==> src/design/ppot_pkg.sv <==
// Shared types, codes and sizing constants for the protected page owner table.
package ppot_pkg;

    localparam int REGION_PAGES = 256;
    localparam int PAGE_BITS    = 12;
    localparam int OWNER_COUNT  = 16;

    localparam int ADDR_W   = 64;
    localparam int OWNER_W  = 5;
    localparam int HANDLE_W = 48;
    localparam int KIND_W   = 3;
    localparam int STATUS_W = 2;

    localparam int PAGE_IDX_W = (REGION_PAGES > 1) ? $clog2(REGION_PAGES) : 1;

    // Byte span of the region, one bit wider than an address.
    localparam logic [ADDR_W:0] REGION_SPAN = (ADDR_W + 1)'(REGION_PAGES) << PAGE_BITS;

    localparam logic signed [OWNER_W-1:0] OWNER_NONE = -5'sd1;

    localparam logic [KIND_W-1:0] KIND_REGISTER   = 3'd0;
    localparam logic [KIND_W-1:0] KIND_DEREGISTER = 3'd1;
    localparam logic [KIND_W-1:0] KIND_QUERY_SECS = 3'd2;
    localparam logic [KIND_W-1:0] KIND_GET_HANDLE = 3'd3;
    localparam logic [KIND_W-1:0] KIND_GET_OWNER  = 3'd4;
    localparam logic [KIND_W-1:0] KIND_UPD_HANDLE = 3'd5;

    localparam logic [STATUS_W-1:0] STATUS_OK           = 2'd0;
    localparam logic [STATUS_W-1:0] STATUS_OUTSIDE      = 2'd1;
    localparam logic [STATUS_W-1:0] STATUS_EMPTY        = 2'd2;
    localparam logic [STATUS_W-1:0] STATUS_HANDLE_OWNER = 2'd3;

    typedef struct packed {
        logic signed [OWNER_W-1:0] owner;
        logic [HANDLE_W-1:0]       handle;
        logic                      secs;
    } entry_t;

    localparam entry_t ENTRY_RESET = '{owner: OWNER_NONE, handle: '0, secs: 1'b0};

    typedef struct packed {
        logic                  in_region;
        logic [PAGE_IDX_W-1:0] page;
    } region_t;

    typedef struct packed {
        logic                  en;
        logic [PAGE_IDX_W-1:0] addr;
        entry_t                data;
    } table_wr_t;

endpackage

==> src/design/ppot_region.sv <==
// Region bounds check and page index extraction for one byte address.
module ppot_region (
    input  logic [ppot_pkg::ADDR_W-1:0] addr,
    input  logic [ppot_pkg::ADDR_W-1:0] region_base,
    output ppot_pkg::region_t           region
);

    logic [ppot_pkg::ADDR_W:0] diff;

    // The top bit of the difference is the borrow, set when addr lies below the base.
    assign diff = {1'b0, addr} - {1'b0, region_base};

    assign region.in_region = !diff[ppot_pkg::ADDR_W] && (diff < ppot_pkg::REGION_SPAN);
    assign region.page      = diff[ppot_pkg::PAGE_BITS +: ppot_pkg::PAGE_IDX_W];

endmodule

==> config.mk <==
export PLATFORM = sky130hd
export DESIGN_NAME = ppot_region
export DESIGN_NICKNAME = d
export VERILOG_FILES = /design/src/design/ppot_pkg.sv /design/src/design/ppot_region.sv
export SDC_FILE = /design/constraint.sdc
export NUM_CORES = 1
export LEC_CHECK = 0
export BUFFER_PORTS_ARGS = -buffer_cell sky130_fd_sc_hd__buf_2
export CORE_MARGIN = 2
export CORE_UTILIZATION = 47
export DETAILED_ROUTE_END_ITERATION = 16
export MAX_ROUTING_LAYER = met4
export PLACE_DENSITY = 0.81
export SYNTH_ARGS = -nofsm -noshare
export SYNTH_HDL_FRONTEND = slang
export SYNTH_SLANG_ARGS = --single-unit
==> constraint.sdc <==
create_clock -name vclk -period 6.65
set_input_delay 0.3325 -clock vclk [all_inputs]
set_output_delay 0.3325 -clock vclk [all_outputs]
set_load 0.01 [all_outputs]
==> results.md, run 1 <==
* Worst Tran Pin Value at 0.7121 ns
* Total power at 0.5216 mW
* Final hold violation count at 0
* Hold wc startpoint: addr[14]
* Synth-to-Final Area Change at 14.59%
* Synth Cell Area at 0.004614 sq mm
* # setup viols final at 0
* Vias in the first global route at 5009
* Sequential share of the synthesized area at 0%
* Routed Antenna Nets at 0
* Die X at 103.1 um
* Post-Place Cell Area at 0.005288 sq mm
* Final Instance Area at 0.005288 sq mm
* Setup CP Type: input pin to output port
* WHS at 1.221 ns
* Initial DRT Pass Iterations at 5
* Syn Inst Count at 731
* Most frequent cells after synthesis: a21oi_1, inv_1, nand2_1, ha_1, nor2_1
* Initial DRC Count at 380
* Hold WC Path Type: input pin to output port
* Seq cells at 0
* RSZ-0062 raised after global routing: no
* Max-cap viol count at 0
* Final nets at 1025
* Worst Hold Depth at 4
* Layout cell share with drive strength beyond 1 at 20.67%
* Largest net degree at the start of global routing at 12
* Library cells used by synthesis at 76
* Synth area leaders: ha_1, a21oi_1, inv_1
* DRC at 0
* Net Count, Synth at 922
* Critical path data arrival time at 4.20 ns
* Dpl hpwl at 13040 um
* DR vias at 5825
* Pleak at 2.552 nW
* GPL Wtd Cong at 1.075
* Die Span Y at 103.1 um
* Num rows at 36
* Fin. max-slew vios at 0
* Initial antenna violation count at 0
* Req. time, crit path at 6.32 ns
* Status: completed
* Total die area at 0.01063 sq mm
* Fin crit share at 68.14%
* Crit path time final at 4.531 ns
* Yosys warning count at 0
* Kind of end point of the critical path: output port
* Initial Util at 47.87%
* Setup WS pre-CTS at 2.183 ns
* Hold Path End: region[2]
* Synthesized area per cell at 6.312 sq um
* Post_cts resized at 0
* Clkbuf count at 0
* Tot GR Track Use at 27.98%
* Maximum vdd ir drop at 0.04622 mV
* Setup TNS at 0 ns
* Reg area at 0 sq um
* WL per Instance at 15.73 um
* DR vias/cell at 6.036
* Routed WL at 15180 um
* # IOs at 137
* Port-buffer cells at 137
* Antenna fix cells at 0
* Largest area contributor in the synthesized netlist: ha_1
* P per Cell Area at 98.64 mW/mm^2
* Worst slew margin at 52.01%
* Share of the synthesized area in the top cell type at 17.08%
* Core ar. at 0.009639 sq mm
* CTS Hold Bufs at 0
* Grt ovf at 0
* Worst setup SP type: input pin
* Fillers at 1057
* Achievable frequency at 0.2207 GHz
* Top-count cell post-synth: a21oi_1
* Crit-path max FO at 11
* Final worst slack at 2.119 ns
* Setup bufs post-CTS at 0
* First-pass GRT wire length at 23470 um
## stage by stage
stage | utilization (%) | std cells
detailed placement | 54.85 | 965
global placement | 54.85 | 965
floorplan | - | 731
finish | 54.85 | 965
global route | 54.85 | 965
CTS | 54.85 | 965
## layout make-up
cell class / count / area [sq um] / share of cell area, %
inverter: 83 / 311.5 / 5.892
multi-input combinational: 612 / 4124 / 77.99
tap: 133 / 166.4 / 3.147
timing repair buffer: 137 / 685.7 / 12.97
## per-layer routing
layer  track usage, %  up-vias  share of wire [%]  wire length (um)
met2            42.81      280                 43              6536
met5                -        -                  0                 0
met1            40.12     2638                 47              7142
li1                 -     2877                  -                 -
met3            1.627       30                7.5              1141
met4            6.781        0                2.4               364
## logic make-up (layout without fill, tap and decap cells)
logic type      after synthesis  count (layout)  share of synthesized area (%)
compound gates              270             270                          39.21
xor+xnor                     32              32                          6.074
fa+ha+maj                    63              63                          17.08
buf+inv                     119             220                          10.63
mux                           4               4                         0.8948
simple gates                243             243                          26.11
## how the worst max path moves through the flow
stage,start,end,slack (ns),cells past startpoint
final,region_base[34],region[8],2.12,15
after global routing,region_base[34],region[8],1.75,15
after CTS,region_base[34],region[8],2.17,15
after detailed placement,region_base[34],region[8],2.18,15
after global placement,addr[34],region[8],2.14,14
after floorplan,region_base[33],region[8],2.80,14
## report_power, final
part	switching [mW]	total [mW]	leakage, nW	internal (mW)
Clock	0	0	0	0
Sequential	0	0	0	0
Combinational	0.316	0.522	2.55	0.205
Total	0.316	0.522	2.55	0.205
## critical path, stage by stage
cell	delay, ns
buf_2	0.08
inv_1	0.03
ha_1	0.50
nand4_1	0.22
nor3_1	0.46
a22oi_1	0.16
a21boi_1	0.38
nor3_4	0.10
o31ai_1	0.31
xor2_1	0.17
a2111oi_2	0.33
nand4_1	0.16
or4_1	0.55
nor4_2	0.24
buf_2	0.18
## cells in the final DEF (no fill, tap or decap), types with 7 or more instances in the layout
cell / instances
o21a_1: 9
o211ai_1: 10
a21oi_2: 7
a21oi_1: 86
and3_1: 7
inv_1: 82
o21ai_1: 8
xor2_1: 12
nor2b_1: 8
nor3_1: 22
ha_1: 63
o21bai_1: 14
buf_2: 137
nand2_1: 79
nand3_1: 11
a31oi_1: 8
nand4_1: 32
xnor2_1: 20
a21o_1: 19
o21ai_0: 50
nor2_1: 57
(Power assumes the default switching activity.)
==> inputs of run 2 (changes only) <==
==> constraint.sdc (replaced) <==
create_clock -name vclk -period 4.4
set_input_delay 0.22 -clock vclk [all_inputs]
set_output_delay 0.22 -clock vclk [all_outputs]
set_load 0.01 [all_outputs]
==> run 2 against run 1 <==
Against the previous run: wire length hardly changed; sequential cell count stayed put; count of clock-buffer cells in the layout did not move.
==> results.md, run 2 (same netlist as run 1, synthesis figures left out) <==
* Clkbuf count at 0 (unchanged)
* Final Non-Filler Cells at 973 (+0.83%)
* P_sw at 0.4815 mW (+52%)
* Synth-to-Final Area Change at 16.21%
* Achievable frequency at 0.2455 GHz
* Setup WS pre-CTS at 0.2232 ns (-1.960 ns)
* DR vias at 5862 (+0.64%)
* CP max stage delay at 0.55 ns (about the same)
* Fin crit share at 92.56%
* # setup viols final at 0 (unchanged)
* Most common cell after layout, fill and taps aside: buf_2
* Clk network pwr share at 0% (unchanged)
* Initial DRC Count at 461 (+21%)
* DRC at 0 (unchanged)
* GPL Wtd Cong at 1.079 (+0.44%)
* DR vias/cell at 6.025 (-0.19%)
* Die X at 103.1 um (unchanged)
* Hold WC Path Type: input pin to output port
* Switching Share at 60.22% (-0.41 points)
* CP max-delay cell: or4_1
* Inst Count DP at 973 (+0.83%)
* Antenna fix cells at 0 (unchanged)
* Crit-path cells: buf_2, inv_1, ha_1, nand2_1, o21ai_0, a211oi_2, a21oi_1, a21oi_1, o311ai_1, o21ai_0, nor4_1, nand4_1, or4_1, nor4_2, buf_2
* Fillers at 1040 (-1.6%)
* Worst setup SP type: input pin
* Layout cell share with drive strength beyond 1 at 21.79% (+1.1 points)
* Part of the power in combinational logic at 100.0% (about the same)
* Final nets at 1033 (+0.78%)
* Largest net degree at the start of global routing at 12 (unchanged)
* Reg area at 0 sq um (unchanged)
* Setup TNS at 0 ns (unchanged)
* Max-cap viol count at 0 (unchanged)
* Status: completed
* Worst Hold Depth at 4 (unchanged)
* Port-buffer cells at 137 (unchanged)
* Fin. max-slew vios at 0 (unchanged)
* WHS at 0.9921 ns (-0.2286 ns)
* Worst slew margin at 49.54% (-2.5 points)
* Initial Util at 47.87% (unchanged)
* Vias in the first global route at 5120 (+2.2%)
* Crit path time final at 4.073 ns
* Final hold violation count at 0 (unchanged)
* Seq cells at 0 (unchanged)
* P per Cell Area at 149.1 mW/mm^2 (+51%)
* Most frequent cells in the layout: buf_2, a21oi_1, inv_1, nand2_1, ha_1
* Dpl hpwl at 13150 um (+0.84%)
* Die Span Y at 103.1 um (unchanged)
* Initial DRT Pass Iterations at 7 (+2)
* First-pass GRT wire length at 24100 um (+2.7%)
* CTS Hold Bufs at 0 (unchanged)
* Reg power frac at 0% (unchanged)
* Grt ovf at 0 (unchanged)
* WL per Instance at 15.61 um (-0.78%)
* Req. time, crit path at 4.18 ns (-2.14 ns)
* Hold Path End: region[2]
* Routed WL at 15190 um (about the same)
* Internal at 0.3180 mW (+55%)
* Maximum vdd ir drop at 0.06735 mV (+46%)
* Num rows at 36 (unchanged)
* # IOs at 137 (unchanged)
* Initial antenna violation count at 0 (unchanged)
* Crit-path max FO at 5 (-6)
* Multi-input gate area at 0.004139 sq mm (+0.36%)
* Hold wc startpoint: addr[14]
* Routed Antenna Nets at 0 (unchanged)
* Tot GR Track Use at 28.57% (+0.60 points)
* RSZ-0062 raised after global routing: no
* Final worst slack at 0.3272 ns (-1.791 ns)
* Total die area at 0.01063 sq mm (unchanged)
* Total power at 0.7995 mW (+53%)
* Setup CP Type: input pin to output port
* Worst Tran Pin Value at 0.7471 ns (+0.03505 ns)
* Core ar. at 0.009639 sq mm (unchanged)
* Critical path data arrival time at 3.85 ns (-0.35 ns)
* Kind of end point of the critical path: output port
* Pleak at 2.590 nW (+1.5%)
[run 2: changes by cell type in the layout (fill, tap and decap cells not counted)]
| cell | before | now |
|---|---|---|
| a21boi_1 | 2 | 1 |
| a21boi_2 | 0 | 1 |
| buf_4 | 0 | 8 |
| nor3_1 | 22 | 21 |
| nor3_2 | 0 | 1 |
| nor4_1 | 5 | 4 |
| nor4_2 | 1 | 2 |
[run 2: area by class of cell]
| class | count | share of cell area [%] |
|---|---|---|
| well taps | 133 | 3.103 |
| multi-input cells | 612 | 77.18 |
| repair buffers | 145 | 13.91 |
| inverters | 83 | 5.810 |
[run 2: how the worst max path moves through the flow]
stage	start	end	slack (ns)	cells after the start
CTS	addr[30]	region[8]	0.20	14
detailed placement	region_base[25]	region[8]	0.22	15
floorplan	region_base[33]	region[8]	0.78	14
finish	region_base[6]	region[8]	0.33	15
global route	region_base[6]	region[8]	0.01	15
global placement	addr[25]	region[8]	0.19	14
[run 2: critical path: cells and delay by family]
family | cells | cell delay, ns
adders and majority gates | 1 | 0.38
and+or+nand+nor | 5 | 1.50
AOI/OAI and AO/OA | 6 | 1.47
buffers and inverters | 3 | 0.29
[run 2: repair_timing]
item | CTS | global route
gates resized for setup | 0 | 3
endpoints found under the setup margin | 0 | 1
buffers inserted | 0 | 0
[run 2: power by group through the flow]
| stage | Clock [mW] | Combinational, mW | Sequential [mW] |
|---|---|---|---|
| floorplan | 0 | 0.559 | 0 |
| global placement | 0 | 0.778 | 0 |
| detailed placement | 0 | 0.778 | 0 |
| CTS | 0 | 0.782 | 0 |
| global route | 0 | 0.875 | 0 |
| finish | 0 | 0.800 | 0 |
[run 2: through the flow]
| step | instance area, sq um | utilization, % |
|---|---|---|
| CTS | 5348 | 55.48 |
| global placement | 5348 | 55.48 |
| detailed placement | 5348 | 55.48 |
| global route | 5363 | 55.63 |
| floorplan | 4614 | - |
| finish | 5363 | 55.63 |
[run 2: metal layers]
layer | up-vias | track usage (%) | part of all wire [%]
li1 | 2896 | - | -
met1 | 2657 | 39.77 | 46
met2 | 278 | 46.00 | 44
met3 | 31 | 1.966 | 7.6
met4 | 0 | 4.858 | 2.0
met5 | - | - | 0
==> inputs of run 3 (changes only) <==
--- a/config.mk
+++ b/config.mk
@@ -5,7 +5,7 @@
 export SDC_FILE = /design/constraint.sdc
 export NUM_CORES = 1
 export LEC_CHECK = 0
-export BUFFER_PORTS_ARGS = -buffer_cell sky130_fd_sc_hd__buf_2
+export BUFFER_PORTS_ARGS = -buffer_cell sky130_fd_sc_hd__buf_4
 export CORE_MARGIN = 2
 export CORE_UTILIZATION = 47
 export DETAILED_ROUTE_END_ITERATION = 16
==> run 3 against run 2 <==
Against the previous run: cell count is 0.31% higher; die area unchanged; via count fell by 1.2%; wire length is 1.7% higher; sequential cell count unchanged; power up 5.6%; core utilization grew 3.7 points; combinational power up 5.5%.
==> results.md, run 3 (same netlist as run 1, synthesis figures left out) <==
* GPL Wtd Cong at 1.059 (-1.9%)
* Kind of end point of the critical path: output port
* Dpl hpwl at 13350 um (+1.5%)
* Port-buffer cells at 137 (unchanged)
* Initial antenna violation count at 0 (unchanged)
* # setup viols final at 0 (unchanged)
* Max-cap viol count at 0 (unchanged)
* Initial DRT Pass Iterations at 5 (-2)
* Most common cell after layout, fill and taps aside: buf_4
* # IOs at 137 (unchanged)
* GR Layer Usage met2 at 45.95% (-0.050 points)
* Crit path time final at 3.986 ns (-0.08729 ns)
* Total die area at 0.01063 sq mm (unchanged)
* Most frequent cells in the layout: buf_4, a21oi_1, inv_1, nand2_1, ha_1
* Synth-to-Final Area Change at 24.00%
* Grt ovf at 0 (unchanged)
* Fin. max-slew vios at 0 (unchanged)
* First-pass GRT wire length at 24430 um (+1.3%)
* Final worst slack at 0.4145 ns (+0.08729 ns)
* Hold Path End: region[2]
* Status: completed
* Worst setup SP type: input pin
* Tot GR Track Use at 29.19% (+0.62 points)
* Core ar. at 0.009639 sq mm (unchanged)
* Routed Antenna Nets at 0 (unchanged)
* Routed WL at 15450 um (+1.7%)
* P per Cell Area at 147.6 mW/mm^2 (-1.0%)
* DRC at 0 (unchanged)
* Clkbuf count at 0 (unchanged)
* DR vias/cell at 5.934 (-1.5%)
* Setup TNS at 0 ns (unchanged)
* Achievable frequency at 0.2509 GHz (+2.2%)
* Seq cells at 0 (unchanged)
* Crit-path max FO at 11 (+6)
* Req. time, crit path at 4.18 ns (about the same)
* Final Core Density at 59.36% (+3.7 points)
* Die Span Y at 103.1 um (unchanged)
* Maximum vdd ir drop at 0.06719 mV (-0.23%)
* Worst Hold Depth at 4 (unchanged)
* Num rows at 36 (unchanged)
* Vias in the first global route at 5158 (+0.74%)
* Die X at 103.1 um (unchanged)
* Final Non-Filler Cells at 976 (+0.31%)
* GR Layer Usage met3 at 2.847% (+0.88 points)
* Hold WC Path Type: input pin to output port
* WL per Instance at 15.83 um (+1.4%)
* Crit. Startpoint: addr[34]
* Worst slew margin at 52.68% (+3.1 points)
* Layout cell share with drive strength beyond 1 at 21.95% (+0.16 points)
* Final hold violation count at 0 (unchanged)
* Setup bufs post-CTS at 0 (unchanged)
* Global routing's busiest layer: met2
* Setup WS pre-CTS at 0.2158 ns (-0.007406 ns)
* Critical path data arrival time at 3.77 ns (-0.08 ns)
* Antenna fix cells at 0 (unchanged)
* Setup CP Type: input pin to output port
* DR vias at 5792 (-1.2%)
* M1 GR Usage at 40.93% (+1.2 points)
* Initial Util at 47.87% (unchanged)
* Worst Tran Pin Value at 0.7021 ns (-0.04504 ns)
* Reg area at 0 sq um (unchanged)
* Largest net degree at the start of global routing at 12 (unchanged)
* Hold wc startpoint: addr[14]
* Pleak at 2.723 nW (+5.1%)
* Fin crit share at 90.58% (-2.0 points)
* Final nets at 1036 (+0.29%)
* RSZ-0062 raised after global routing: no
* Initial DRC Count at 446 (-3.3%)
* Inst Count DP at 976 (+0.31%)
-- run 3: cell count changes in the layout (fill, tap and decap cells not counted), sizes merged --
cell / previous run / this run
buf: 145 / 148
-- run 3: repair_timing --
action                                  CTS  global route
hold buffers                              0             0
endpoints found under the setup margin    0             1
gates resized for setup                   0             3
-- run 3: critical path, stage by stage --
cell	delay (ns)
buf_4	0.11
ha_1	0.50
nand4_1	0.27
nor3_2	0.34
a22oi_1	0.15
a21boi_2	0.27
nor3_4	0.09
o31ai_1	0.28
xor2_1	0.15
a2111oi_2	0.28
nand4_1	0.16
or4_1	0.53
nor4_2	0.24
buf_4	0.17
-- run 3: worst max path at each step --
stage	slack, ns	end
after global routing	0.03	region[8]
after CTS	0.20	region[8]
after floorplan	0.78	region[8]
after detailed placement	0.22	region[8]
final	0.41	region[8]
after global placement	0.15	region[8]
-- run 3: where the power goes --
group	internal (mW)	leakage (nW)	switching (mW)
combinational	0.362	2.72	0.482
clock	0	0	0
sequential	0	0	0
-- run 3: metrics by stage --
stage               hold WS (ns)  area [sq um]  power (mW)
finish                     1.000          5722      0.8443
global route               1.040          5722      0.9260
CTS                       0.9999          5713      0.8300
detailed placement        0.9934          5713      0.8259
global placement          0.9966          5713      0.8270
floorplan                 0.7726          4614      0.5587
-- run 3: layout make-up --
class	instances	area, sq um
multi-input cells	612	4133
inverters	83	311.5
fillers	996	3918
repair buffers	148	1111
well taps	133	166.4
-- run 3: metal layers --
metal / part of all wire, % / vias to the layer above
met1: 46 / 2613
met5: 0 / -
met3: 7.9 / 26
met4: 1.9 / 0
met2: 44 / 251
li1: - / 2902
